==> src/sv/rrar_pkg.sv <==
// Shared types and codes for the request/response ACK/retry controller.
// Holds phase, event, transmit, timer, delivery, finish and config index codes plus the config and result structs.
// No dependencies.
`default_nettype none

package rrar_pkg;

    localparam int unsigned CountWidth = 8;
    localparam int unsigned CfgIdxWidth = 2;
    localparam int unsigned InDataWidth = 8;
    localparam int unsigned InUserWidth = 3;
    localparam int unsigned OutDataWidth = 24;

    localparam logic [CountWidth-1:0] RetryMaxReset = 8'd3;
    localparam logic [CountWidth-1:0] RetrySat = 8'hFF;

    typedef enum logic [2:0] {
        PH_IDLE        = 3'd0,
        PH_REQ_SENT    = 3'd1,
        PH_ACK_RECV    = 3'd2,
        PH_RESP_RECV   = 3'd3,
        PH_APP_PROCESS = 3'd4,
        PH_RESP_SENT   = 3'd5,
        PH_FINALIZED   = 3'd6
    } phase_t;

    typedef enum logic [2:0] {
        EV_SEND_REQ     = 3'd0,
        EV_RECV_REQ     = 3'd1,
        EV_RECV_ACK     = 3'd2,
        EV_RECV_RESP    = 3'd3,
        EV_RECV_ERROR   = 3'd4,
        EV_ACK_TIMEOUT  = 3'd5,
        EV_RESP_TIMEOUT = 3'd6,
        EV_APP_DONE     = 3'd7
    } event_t;

    typedef enum logic [2:0] {
        TX_NONE       = 3'd0,
        TX_REQUEST    = 3'd1,
        TX_RETRANSMIT = 3'd2,
        TX_ACK        = 3'd3,
        TX_ERR_PROC   = 3'd4,
        TX_ERR_NOTOK  = 3'd5,
        TX_RESPONSE   = 3'd6
    } tx_kind_t;

    typedef enum logic [1:0] {
        TM_NONE      = 2'd0,
        TM_ACK_WAIT  = 2'd1,
        TM_RESP_WAIT = 2'd2,
        TM_CANCEL    = 2'd3
    } timer_act_t;

    typedef enum logic [1:0] {
        DLV_NONE    = 2'd0,
        DLV_MESSAGE = 2'd1,
        DLV_FAILURE = 2'd2
    } delivery_t;

    typedef enum logic [1:0] {
        FIN_NORMAL  = 2'd0,
        FIN_RETRIES = 2'd1,
        FIN_ERROR   = 2'd2
    } fin_code_t;

    typedef enum logic [CfgIdxWidth-1:0] {
        CFG_ACK_MAX  = 2'd0,
        CFG_RESP_MAX = 2'd1,
        CFG_PROC     = 2'd2,
        CFG_UNUSED   = 2'd3
    } cfg_idx_t;

    typedef struct packed {
        logic [CountWidth-1:0] ack_max;
        logic [CountWidth-1:0] resp_max;
        logic                  proc_flag;
    } cfg_t;

    typedef struct packed {
        logic                  unexpected;
        fin_code_t             finish_code;
        logic                  finalized;
        delivery_t             app_delivery;
        logic [CountWidth-1:0] retry_count_out;
        timer_act_t            timer_action;
        tx_kind_t              transmit_kind;
        phase_t                new_phase;
    } result_t;

endpackage

`default_nettype wire

==> src/sv/rrar_cfg_regs.sv <==
// Configuration registers of the request/response controller.
// Depends on rrar_pkg for register indexes and the cfg_t struct.
`default_nettype none

module rrar_cfg_regs
    import rrar_pkg::*;
(
    input  wire logic                   aclk,
    input  wire logic                   aresetn,
    input  wire logic                   cfg_valid,
    input  wire logic [CfgIdxWidth-1:0] cfg_index,
    input  wire logic [CountWidth-1:0]  cfg_data,
    output cfg_t                        cfg
);

    logic [CountWidth-1:0] ack_max_reg;
    logic [CountWidth-1:0] resp_max_reg;
    logic                  proc_flag_reg;
    cfg_idx_t              idx;

    assign idx = cfg_idx_t'(cfg_index);

    always_ff @(posedge aclk) begin
        if (!aresetn) begin
            ack_max_reg   <= RetryMaxReset;
            resp_max_reg  <= RetryMaxReset;
            proc_flag_reg <= 1'b0;
        end else if (cfg_valid) begin
            unique case (idx)
                CFG_ACK_MAX:  ack_max_reg   <= cfg_data;
                CFG_RESP_MAX: resp_max_reg  <= cfg_data;
                CFG_PROC:     proc_flag_reg <= cfg_data[0];
                default: begin
                    // no register at this index: drop the write
                end
            endcase
        end
    end

    assign cfg.ack_max   = ack_max_reg;
    assign cfg.resp_max  = resp_max_reg;
    assign cfg.proc_flag = proc_flag_reg;

endmodule

`default_nettype wire

==> src/sv/rrar_step.sv <==
// Next-state and result logic for one protocol event.
// Purely combinational; depends on rrar_pkg for codes and structs.
`default_nettype none

module rrar_step
    import rrar_pkg::*;
(
    input  wire phase_t                 phase,
    input  wire logic [CountWidth-1:0]  retry_count,
    input  wire cfg_t                   cfg,
    input  wire logic [2:0]             command,
    input  wire logic                   error_is_processing,
    input  wire logic                   reply_valid,
    output phase_t                      phase_next,
    output logic [CountWidth-1:0]       retry_next,
    output result_t                     res
);

    event_t                ev;
    logic                  client;
    logic [CountWidth-1:0] retry_inc;
    logic [CountWidth-1:0] timeout_max;
    logic                  exceeded;
    tx_kind_t              tx;
    timer_act_t            tmr;
    delivery_t             dlv;
    logic                  fin;
    fin_code_t             code;
    logic                  unexp;

    assign client    = (phase == PH_REQ_SENT) || (phase == PH_ACK_RECV);
    assign retry_inc = (retry_count == RetrySat) ? retry_count : retry_count + 1'b1;
    assign timeout_max = (phase == PH_ACK_RECV) ? cfg.resp_max : cfg.ack_max;
    assign exceeded  = retry_inc > timeout_max;

    always_comb begin
        ev = event_t'(command);
        // a processing ERROR counts as an ACK in req_sent, ack_recv and resp_sent
        if (ev == EV_RECV_ERROR && error_is_processing &&
            (client || phase == PH_RESP_SENT)) begin
            ev = EV_RECV_ACK;
        end
    end

    always_comb begin
        phase_next = phase;
        retry_next = retry_count;
        tx    = TX_NONE;
        tmr   = TM_NONE;
        dlv   = DLV_NONE;
        fin   = 1'b0;
        code  = FIN_NORMAL;
        unexp = 1'b0;

        unique case (phase)
            PH_IDLE: begin
                if (ev == EV_SEND_REQ) begin
                    phase_next = PH_REQ_SENT;
                    tx  = TX_REQUEST;
                    tmr = TM_ACK_WAIT;
                end else if (ev == EV_RECV_REQ) begin
                    phase_next = PH_APP_PROCESS;
                    tx  = TX_ACK;
                    dlv = DLV_MESSAGE;
                end else begin
                    unexp = 1'b1;
                end
            end
            PH_REQ_SENT, PH_ACK_RECV, PH_RESP_SENT: begin
                if (ev == EV_RECV_RESP && client) begin
                    phase_next = PH_FINALIZED;
                    tx   = TX_ACK;
                    tmr  = TM_CANCEL;
                    dlv  = DLV_MESSAGE;
                    fin  = 1'b1;
                end else if (ev == EV_RECV_ERROR) begin
                    phase_next = PH_FINALIZED;
                    tx   = TX_ACK;
                    tmr  = TM_CANCEL;
                    dlv  = client ? DLV_MESSAGE : DLV_NONE;
                    fin  = 1'b1;
                    code = FIN_ERROR;
                end else if ((ev == EV_ACK_TIMEOUT && phase != PH_ACK_RECV) ||
                             (ev == EV_RESP_TIMEOUT && phase == PH_ACK_RECV)) begin
                    retry_next = retry_inc;
                    if (exceeded) begin
                        phase_next = PH_FINALIZED;
                        fin  = 1'b1;
                        code = FIN_RETRIES;
                        dlv  = client ? DLV_FAILURE : DLV_NONE;
                    end else begin
                        tx  = TX_RETRANSMIT;
                        tmr = (phase == PH_ACK_RECV) ? TM_RESP_WAIT : TM_ACK_WAIT;
                    end
                end else if (ev == EV_RECV_ACK && phase == PH_REQ_SENT) begin
                    phase_next = PH_ACK_RECV;
                    tmr = TM_RESP_WAIT;
                end else if (ev == EV_RECV_ACK && phase == PH_RESP_SENT) begin
                    phase_next = PH_FINALIZED;
                    tmr = TM_CANCEL;
                    fin = 1'b1;
                end else if ((ev == EV_RECV_ACK && phase == PH_ACK_RECV) ||
                             (ev == EV_RECV_REQ && phase == PH_RESP_SENT)) begin
                    // duplicate: hold everything, no action
                end else begin
                    unexp = 1'b1;
                end
            end
            PH_APP_PROCESS: begin
                if (ev == EV_APP_DONE) begin
                    phase_next = PH_RESP_SENT;
                    tx  = reply_valid ? TX_RESPONSE : TX_ERR_NOTOK;
                    tmr = TM_ACK_WAIT;
                end else if (ev == EV_RECV_REQ) begin
                    tx = cfg.proc_flag ? TX_ERR_PROC : TX_ACK;
                end else begin
                    unexp = 1'b1;
                end
            end
            default: begin
                // resp_recv, finalized and the unused code accept nothing
                unexp = 1'b1;
            end
        endcase
    end

    assign res.new_phase       = phase_next;
    assign res.transmit_kind   = tx;
    assign res.timer_action    = tmr;
    assign res.retry_count_out = retry_next;
    assign res.app_delivery    = dlv;
    assign res.finalized       = fin;
    assign res.finish_code     = code;
    assign res.unexpected      = unexp;

endmodule

`default_nettype wire

==> src/sv/request_response_ack_retry_fsm.sv <==
// Top level of the stop-and-wait request/response controller.
// Uses rrar_pkg, rrar_cfg_regs and rrar_step.
//
//   channel   | direction | handshake              | payload
//   s_axis    | in        | s_axis_tvalid/tready   | tuser: command; tdata: event flags
//   m_axis    | out       | m_axis_tvalid/tready   | tdata: 22-bit result, zero padded
//   cfg       | in        | cfg_valid/cfg_ready    | cfg_index, cfg_data
//
// One event per cycle sustained while m_axis is not stalled; an accepted event waits
// in the input register, then its result from the step logic enters the result register
// and is shown on m_axis.
// The phase and retry count update when an event moves into the result register.
// Reset (aresetn low, synchronous) returns to idle with retry count zero and defaults.
// A stalled m_axis holds the result; one more event waits in the input register.
`default_nettype none

module request_response_ack_retry_fsm
    import rrar_pkg::*;
(
    input  wire logic                    aclk,
    input  wire logic                    aresetn,

    input  wire logic                    s_axis_tvalid,
    output logic                         s_axis_tready,
    // [0] error_is_processing, [1] reply_valid, [7:2] zero
    input  wire logic [InDataWidth-1:0]  s_axis_tdata,
    // [2:0] command
    input  wire logic [InUserWidth-1:0]  s_axis_tuser,

    output logic                         m_axis_tvalid,
    input  wire logic                    m_axis_tready,
    // [2:0] new_phase, [5:3] transmit_kind, [7:6] timer_action,
    // [15:8] retry_count_out, [17:16] app_delivery, [18] finalized,
    // [20:19] finish_code, [21] unexpected, [23:22] zero
    output logic [OutDataWidth-1:0]      m_axis_tdata,

    input  wire logic                    cfg_valid,
    output logic                         cfg_ready,
    input  wire logic [CfgIdxWidth-1:0]  cfg_index,
    input  wire logic [CountWidth-1:0]   cfg_data
);

    localparam int unsigned ResWidth = $bits(result_t);

    cfg_t                  cfg;
    phase_t                phase_reg;
    phase_t                phase_next;
    logic [CountWidth-1:0] retry_reg;
    logic [CountWidth-1:0] retry_next;

    logic                  in_valid_reg;
    logic [2:0]            in_cmd_reg;
    logic                  in_proc_reg;
    logic                  in_reply_reg;

    logic                  out_valid_reg;
    result_t               out_res_reg;
    result_t               res;

    logic                  s_fire;
    logic                  out_free;
    logic                  step_fire;

    assign cfg_ready     = 1'b1;
    assign out_free      = !out_valid_reg || m_axis_tready;
    assign step_fire     = in_valid_reg && out_free;
    assign s_axis_tready = !in_valid_reg || out_free;
    assign s_fire        = s_axis_tvalid && s_axis_tready;

    rrar_cfg_regs u_cfg (
        .aclk      (aclk),
        .aresetn   (aresetn),
        .cfg_valid (cfg_valid),
        .cfg_index (cfg_index),
        .cfg_data  (cfg_data),
        .cfg       (cfg)
    );

    rrar_step u_step (
        .phase               (phase_reg),
        .retry_count         (retry_reg),
        .cfg                 (cfg),
        .command             (in_cmd_reg),
        .error_is_processing (in_proc_reg),
        .reply_valid         (in_reply_reg),
        .phase_next          (phase_next),
        .retry_next          (retry_next),
        .res                 (res)
    );

    // input register
    always_ff @(posedge aclk) begin
        if (!aresetn) begin
            in_valid_reg <= 1'b0;
        end else if (s_fire) begin
            in_valid_reg <= 1'b1;
        end else if (step_fire) begin
            in_valid_reg <= 1'b0;
        end
    end

    always_ff @(posedge aclk) begin
        if (s_fire) begin
            in_cmd_reg   <= s_axis_tuser[2:0];
            in_proc_reg  <= s_axis_tdata[0];
            in_reply_reg <= s_axis_tdata[1];
        end
    end

    // protocol state advances with each event that moves to the result register
    always_ff @(posedge aclk) begin
        if (!aresetn) begin
            phase_reg <= PH_IDLE;
            retry_reg <= '0;
        end else if (step_fire) begin
            phase_reg <= phase_next;
            retry_reg <= retry_next;
        end
    end

    // result register
    always_ff @(posedge aclk) begin
        if (!aresetn) begin
            out_valid_reg <= 1'b0;
        end else if (step_fire) begin
            out_valid_reg <= 1'b1;
        end else if (m_axis_tready) begin
            out_valid_reg <= 1'b0;
        end
    end

    always_ff @(posedge aclk) begin
        if (step_fire) begin
            out_res_reg <= res;
        end
    end

    assign m_axis_tvalid = out_valid_reg;
    assign m_axis_tdata  = {{(OutDataWidth - ResWidth){1'b0}}, out_res_reg};

    a_final_sticks: assert property (@(posedge aclk) disable iff (!aresetn)
        phase_reg == PH_FINALIZED |=> phase_reg == PH_FINALIZED)
        else $error("left finalized phase without reset");

    a_retry_monotonic: assert property (@(posedge aclk) disable iff (!aresetn)
        1'b1 |=> retry_reg >= $past(retry_reg))
        else $error("retry count decreased");

    a_unexpected_holds: assert property (@(posedge aclk) disable iff (!aresetn)
        step_fire && res.unexpected |=>
            phase_reg == $past(phase_reg) && retry_reg == $past(retry_reg))
        else $error("unexpected event changed state");

    a_held_event: assert property (@(posedge aclk) disable iff (!aresetn)
        in_valid_reg && !out_free |=> in_valid_reg && $stable(in_cmd_reg))
        else $error("buffered event lost while result stalled");

endmodule

`default_nettype wire

==> config.mk <==
export PLATFORM = sky130hd
export DESIGN_NAME = request_response_ack_retry_fsm
export DESIGN_NICKNAME = d
export VERILOG_FILES = /design/src/sv/rrar_pkg.sv /design/src/sv/rrar_cfg_regs.sv /design/src/sv/rrar_step.sv /design/src/sv/request_response_ack_retry_fsm.sv
export SDC_FILE = /design/constraint.sdc
export NUM_CORES = 1
export LEC_CHECK = 0
export BUFFER_PORTS_ARGS = -buffer_cell sky130_fd_sc_hd__buf_2
export CAP_MARGIN = 20
export CORE_MARGIN = 1.5
export CORE_UTILIZATION = 50
export CTS_BUF_LIST = sky130_fd_sc_hd__clkbuf_4 sky130_fd_sc_hd__clkbuf_8 sky130_fd_sc_hd__clkbuf_16
export CTS_CLUSTER_SIZE = 12
export DETAILED_ROUTE_END_ITERATION = 6
export PLACE_DENSITY = 0.72
export SYNTH_ARGS = -nofsm -noshare
export SYNTH_HDL_FRONTEND = slang
export SYNTH_SLANG_ARGS = --single-unit
==> constraint.sdc <==
create_clock -name aclk -period 4.32 [get_ports aclk]
set_input_delay 0.648 -clock aclk [delete_from_list [all_inputs] [get_ports aclk]]
set_output_delay 0.648 -clock aclk [all_outputs]
set_load 0.05 [all_outputs]
# [Yosys cells after proc, flatten, opt, wreduce, memory -nomap -nowiden]
# Cells that the tools add are included.
[totals] ff_bits=57 inputBits=26 output_inout_bits=27 word_cells=139
[classes] n_addsub=1 magnitude_cmp=1 eq_ne=16 n_mux=70 n_bitwise=2 reduce_logical=30
[ops] operator="$mux 3" count=17
[ops] operator="$mux 8" count=6
[ops] operator="$mux 2" count=18
[ops] operator="$mux 1" count=24
[ops] operator="$eq 3x3->1 const B" count=7
[ops] operator="$pmux 3 s3" count=2
[ops] operator="$logic_and 1x1->1" count=11
[ops] operator="$eq 3x2->1 const B" count=3
[ops] operator="$add 8x1->8 const B" count=1
[ops] operator="$eq 8x8->1 const B" count=1
[ops] operator="$gt 8x8->1" count=1
[ops] operator="$eq 3x1->1 const B" count=2
[ops] operator="$logic_not 3->1" count=2
[ops] operator="$logic_or 1x1->1" count=6
[ops] operator="$pmux 2 s3" count=1
[ops] operator="$reduce_and 2->1" count=3
[ops] operator="$pmux 2 s2" count=1
[ops] operator="$reduce_bool 2->1" count=2
[ops] operator="$reduce_or 4->1" count=1
[ops] operator="$ne 3x2->1 const B" count=1
[ops] operator="$pmux 1 s3" count=1
[ops] operator="$reduce_or 3->1" count=1
[ops] operator="$eq 2x1->1 const B" count=1
[ops] operator="$eq 2x2->1 const B" count=1
[ops] operator="other kinds (4)" count=6

# [Depth between registers and ports, before layout]
[logic_depth] ltp_word=15 ltp_mapped=13

# [Hierarchy]
# A second synthesis with hierarchy kept.
[unflattened] hier_cells=335 hier_area_um2=3229.3
[modules_own_cells] mod="request_response_ack_retry_fsm" instances=1 cells_per_inst=88 area_per_inst_um2=1380.1 seq_area_each_um2=1071.0
[modules_own_cells] mod="rrar_step" instances=1 cells_per_inst=177 area_per_inst_um2=1148.6 seq_area_each_um2=0.0
[modules_own_cells] mod="rrar_cfg_regs" instances=1 cells_per_inst=70 area_per_inst_um2=700.7 seq_area_each_um2=340.3

# [Worst setup path before layout]
# No wires, ideal clock.
[synth_path] kind="register -> register" start="register retry_reg[0]" end="register out_res_reg, in the netlist m_axis_tdata[7], data pin" setup_time_ns=0.146 arrival_ns=2.954 required_time_ns=4.174 slack_ns=1.220 stages_incl_launch_ff=14 n_path_buf=1 synth_period_minus_slack_ns=3.100 cell_sequence="dfxtp_1 -> ha_1 -> and2_1 -> clkbuf_1 -> nand4_2 -> nand2b_1 -> xnor2_1 -> ha_1 -> and3_1 -> a221o_1 -> a21oi_1 -> nor2_1 -> or3b_1 -> a21oi_1"
[synth_rtl] item="start, declared" line_no="request_response_ack_retry_fsm.sv:48" text="logic [CountWidth-1:0] retry_reg;"
[synth_rtl] item="start signal, assigned" line_no="request_response_ack_retry_fsm.sv:117" text="retry_reg <= retry_next;"
[synth_rtl] item="end signal, assigned" line_no="request_response_ack_retry_fsm.sv:134" text="out_res_reg <= res;"
[synth_rtl] item="end, declared" line_no="request_response_ack_retry_fsm.sv:57" text="result_t out_res_reg;"

# [Worst setup path after layout]
[layout_path] start="register retry_reg[0]" end="register phase_reg[2]"
[layout_between] elab_chain_len=8 elab_cells_between_ends=9 cone_classes="add/sub (1); order compare (1); eq/ne (1); mux (6)"
[layout_lines] item="$add 8x1->8 or $eq 8x8->1 (tied branches)" line_no="rrar_step.sv:32" text="assign retry_inc = (retry_count == RetrySat) ? retry_count : retry_count + 1'b1;"
[layout_lines] item="$mux 8 *" line_no="rrar_step.sv:32"
[layout_lines] item="$gt 8x8->1 *" line_no="rrar_step.sv:34" text="assign exceeded = retry_inc > timeout_max;"
[layout_lines] item="$mux 3 *" line_no="rrar_step.sv:86" text="if (exceeded) begin"
[layout_lines] item="$mux 3 *" line_no="rrar_step.sv:83" text="end else if ((ev == EV_ACK_TIMEOUT && phase != PH_ACK_RECV) ||"
[layout_lines] item="$mux 3 *" line_no="rrar_step.sv:76" text="end else if (ev == EV_RECV_ERROR) begin"
[layout_lines] item="$mux 3 *" line_no="rrar_step.sv:70" text="if (ev == EV_RECV_RESP && client) begin"
[layout_lines] item="$pmux 3 s3 *" line_no="rrar_step.sv:55" text="unique case (phase)"
[layout_lines] item="end signal, assigned" line_no="request_response_ack_retry_fsm.sv:116" text="phase_reg <= phase_next;"
[layout_lines] item="end, declared" line_no="request_response_ack_retry_fsm.sv:46" text="phase_t phase_reg;"
# Mark *: on every way between the ends. The rest lies on a longest branch, timed or not.
# A chain may end at the register's enable or synchronous reset.

==> PnR_summary.wiki <==
{| class="wikitable"
! Metric !! Value
|-
| Outcome || completed
|-
| Count of buffers from port buffering || between 40 and 50
|-
| Clk Latency, worst-skew pair || 330 ps
|-
| Clk pwr share || 0.365
|-
| GP Congestion || ~0.84
|-
| Share of flip-flops with an asynchronous set or reset || 0
|-
| Count of unresolved DRC violations after routing || 0
|-
| Clock transition at the registers of the reported paths || 70 ps
|-
| Fill cell total of the finished layout || approximately 550
|-
| Num rows || 28
|-
| Overall die area || 0.00664 mm2
|-
| Total chip power || ~1100 uW
|-
| Multi-input combinational cell area || around 0.0016 mm2
|-
| Fraction of the cycle the final worst path needs || 0.794
|-
| Maximum number of pins on one net before global-route repair || 32
|-
| Endpoint kind of the worst setup timing path || register
|-
| Upper clock frequency limit || just under 300 MHz
|-
| Share of layout cells above drive strength 1 || 0.204
|-
| Number of design-rule violations left by the first detailed-router iteration || 156
|-
| Vias after detailed routing || 2330
|-
| Hold buffer count at CTS || 0
|-
| Wire length of the first global-routing pass || between 9000 and 10000 um
|-
| Critical Path Start Type || register
|-
| Post-route minimum period || 3430 ps
|-
| Worst EP required || 4540 ps
|-
| Die height || just over 80 um
|-
| Number of setup violations in the final report || 0
|-
| Area of the mapped netlist || a little over 0.003 mm2
|-
| Flops & latches, synth || 57
|-
| Area added between synthesis and finish || 13.5%
|-
| Seq/Total Area, Yosys || 0.459
|-
| Class of the most critical setup path || reg -> reg
|-
| Post-CTS setup buffers || 0
|-
| Number of flops mapped to enable cells by yosys || 27
|-
| Initial antenna violation count || 0
|-
| Initial Utilization || 0.520
|-
| Design internal power || 838 uW
|-
| Switch Pwr || 294 uW
|-
| Setup repair after global routing missed its margin || false
|-
| Mean post-synth cell area || 9.83 um2
|-
| Routed WL || roughly 5700 um
|-
| Critical path arrival || approximately 3700 ps
|-
| H-tree depth || 3
|-
| Worst slew margin relative to its limit || 0.601
|-
| Wire per inst || 13.3 um
|-
| Number of optimization iterations in the first detailed-route pass || 4
|-
| Largest register FFs || 22
|-
| Combinational power share || 0.106
|-
| Top_reg_cell synth || sky130_fd_sc_hd__dfxtp_1
|-
| Area of all sequential standard cells || 0.00141 mm2
|-
| Ratio of total power to cell area || 324 mW/mm2
|-
| Vias per Instance || 5.38
|-
| Setup Skew || 9.63 ps
|-
| Net Sw Frac || 0.260
|-
| Slew of the pin with the lowest slew margin || 592 ps
|-
| Post-synth cell types || 49
|-
| Detailed placer's ending HPWL || 4060 um
|-
| Total number of yosys warnings || 0
|-
| Post-synthesis instance total || 313
|-
| Max FO, Critical Path || 9
|-
| Sink Count || 57
|-
| Via count of the first global-routing pass || around 2100
|-
| Clock tree from TritonCTS || done
|-
| Peak ir drop on the vdd network || 0.266 mV
|-
| Number of clock buffers inserted by TritonCTS || 9
|-
| Die Span X || 81.5 um
|-
| Final Hold Viols || 0
|-
| Leakage power || 0.00141 uW
|-
| Buffer levels on the longest clock path || 2
|-
| GRT Residual Overflow || 0
|-
| Reg power frac || 0.528
|-
| Remaining number of nets flagged by the antenna check after routing || 0
|-
| Ant diodes || 0
|-
| Ports placed on the boundary || 53
|-
| Type of the worst min-delay path || reg -> reg
|-
| Root Buffer Master || sky130_fd_sc_hd__clkbuf_8
|-
| Fin nets || 388
|-
| Maximum capacitance violations || 0
|-
| Overall routing resource usage || 0.193
|-
| Total Negative Setup Slacks || 0 ps
|-
| Number of max-slew violations in the final report || 0
|-
| Total of cells resized after clock tree synthesis || 0
|-
| Core area || approximately 0.0059 mm2
|}
## synth_stat cells, types with 2 or more instances
master                      n  area share
sky130_fd_sc_hd__nor2_1    21       0.026
sky130_fd_sc_hd__nand3b_1   2      0.0049
sky130_fd_sc_hd__dfxtp_1   30        0.20
sky130_fd_sc_hd__nor3b_1    3      0.0073
sky130_fd_sc_hd__mux2_2     5       0.018
sky130_fd_sc_hd__a22o_1     2      0.0057
sky130_fd_sc_hd__conb_1     2      0.0024
sky130_fd_sc_hd__nor3_1     7       0.011
sky130_fd_sc_hd__a31oi_1    6       0.012
sky130_fd_sc_hd__or3_1      2      0.0041
sky130_fd_sc_hd__mux2i_1   26       0.085
sky130_fd_sc_hd__nor2b_1   26       0.053
sky130_fd_sc_hd__and3_1     4      0.0081
sky130_fd_sc_hd__o21a_1     2      0.0049
sky130_fd_sc_hd__nand2_1   31       0.038
sky130_fd_sc_hd__ha_1       9       0.037
sky130_fd_sc_hd__clkbuf_1  11       0.013
sky130_fd_sc_hd__and2_1     8       0.016
sky130_fd_sc_hd__o21ai_1    3      0.0049
sky130_fd_sc_hd__a21o_1     2      0.0049
sky130_fd_sc_hd__a21oi_1   22       0.036
sky130_fd_sc_hd__buf_2      2      0.0033
sky130_fd_sc_hd__inv_1      3      0.0037
sky130_fd_sc_hd__edfxtp_1  27        0.26
sky130_fd_sc_hd__o21ai_0   10       0.016
sky130_fd_sc_hd__nand3_1    8       0.013
sky130_fd_sc_hd__buf_4      4      0.0098
sky130_fd_sc_hd__xnor2_1    6       0.017
sky130_fd_sc_hd__xor2_1     7       0.020
sky130_fd_sc_hd__nand2b_1   3      0.0061
## metrics by stage
stage / cell area (um2) / hold slack (ps) / worst slack [ps] / utilization / cells
3_5_place_dp: 3330 / 464 / 919 / 0.563 / 417
5_1_grt: 3490 / 480 / 642 / 0.590 / 433
3_3_place_gp: 3330 / 453 / 955 / 0.563 / 417
6_report: 3490 / 480 / 890 / 0.590 / 433
2_1_floorplan: 3080 / 437 / 1220 / - / 314
4_1_cts: 3490 / 476 / 891 / 0.590 / 433
## worst max-delay path, cell delays in order (launching register included)
cell and delay, ps:
sky130_fd_sc_hd__dfxtp_1 450, sky130_fd_sc_hd__ha_1 240, sky130_fd_sc_hd__and2_1 250, sky130_fd_sc_hd__nand4_2 260, sky130_fd_sc_hd__nand2b_1 240, sky130_fd_sc_hd__xnor2_1 150, sky130_fd_sc_hd__ha_1 260, sky130_fd_sc_hd__and3_1 180
sky130_fd_sc_hd__a221o_1 300, sky130_fd_sc_hd__a21oi_1 270, sky130_fd_sc_hd__nor3_1 150, sky130_fd_sc_hd__or3_1 380, sky130_fd_sc_hd__a22o_1 190
## final timing paths
kind	start	to	slack, ps	depth (start not counted)
max reg2reg	retry_reg[0]$_SDFFE_PN0P_	phase_reg[2]$_SDFFE_PN0P_	890	12
min	u_cfg.resp_max_reg[0]$_SDFFE_PN1P_	u_cfg.resp_max_reg[0]$_SDFFE_PN1P_	480	2
max	retry_reg[0]$_SDFFE_PN0P_	phase_reg[2]$_SDFFE_PN0P_	890	12
min reg2reg	u_cfg.resp_max_reg[0]$_SDFFE_PN1P_	u_cfg.resp_max_reg[0]$_SDFFE_PN1P_	480	2
## metal layers
metal	GRT usage	part of all wire
met4	0.0948	0.019
met2	0.272	0.42
met3	0.0333	0.054
met1	0.283	0.51
met5	0	0
## placed cells by master (no fill, tap or decap), types with 8 or more instances in the layout
| master | synthesis | final |
|---|---|---|
| sky130_fd_sc_hd__buf_2 | 2 | 43 |
| sky130_fd_sc_hd__nand2_1 | 31 | 31 |
| sky130_fd_sc_hd__dfxtp_1 | 30 | 30 |
| sky130_fd_sc_hd__edfxtp_1 | 27 | 27 |
| sky130_fd_sc_hd__mux2i_1 | 26 | 26 |
| sky130_fd_sc_hd__nor2b_1 | 26 | 25 |
| sky130_fd_sc_hd__a21oi_1 | 22 | 22 |
| sky130_fd_sc_hd__nor2_1 | 21 | 21 |
| sky130_fd_sc_hd__o21ai_0 | 10 | 10 |
| sky130_fd_sc_hd__ha_1 | 9 | 9 |
| sky130_fd_sc_hd__clkbuf_8 | 0 | 9 |
| sky130_fd_sc_hd__and2_1 | 8 | 8 |
| sky130_fd_sc_hd__nand3_1 | 8 | 8 |
## power groups by stage
stage          clock network [uW]  registers, uW  logic [uW]
2_1_floorplan                   0            636        64.7
3_3_place_gp                    0            609         119
3_5_place_dp                    0            610         121
4_1_cts                       423            598         121
5_1_grt                       444            601         131
6_report                      414            598         120
## kinds of logic (layout without fill, tap and decap cells)
| logic type | after synthesis | after routing | share of synthesized area |
|---|---|---|---|
| buffers and inverters | 21 | 65 | 0.0313 |
| adder cells (fa/ha/maj) | 9 | 9 | 0.0366 |
| multiplexers | 31 | 31 | 0.103 |
| XOR/XNOR | 13 | 13 | 0.0370 |
| AND/OR/NAND/NOR | 125 | 125 | 0.224 |
| AO/OA/AOI/OAI | 55 | 55 | 0.108 |
| flip-flops | 57 | 57 | 0.459 |
| other | 2 | 3 | 0.00244 |
## area by class of cell
| type | instances | share of cell area |
|---|---|---|
| Clock buffer | 11 | 0.0398 |
| Timing Repair Buffer | 46 | 0.0681 |
| Clock inverter | 5 | 0.00681 |
| Multi-Input combinational cell | 236 | 0.451 |
| Tap cell | 75 | 0.0269 |
| Sequential cell | 57 | 0.404 |
| Inverter | 3 | 0.00322 |
No activity file was read; power rests on OpenSTA's default activity.
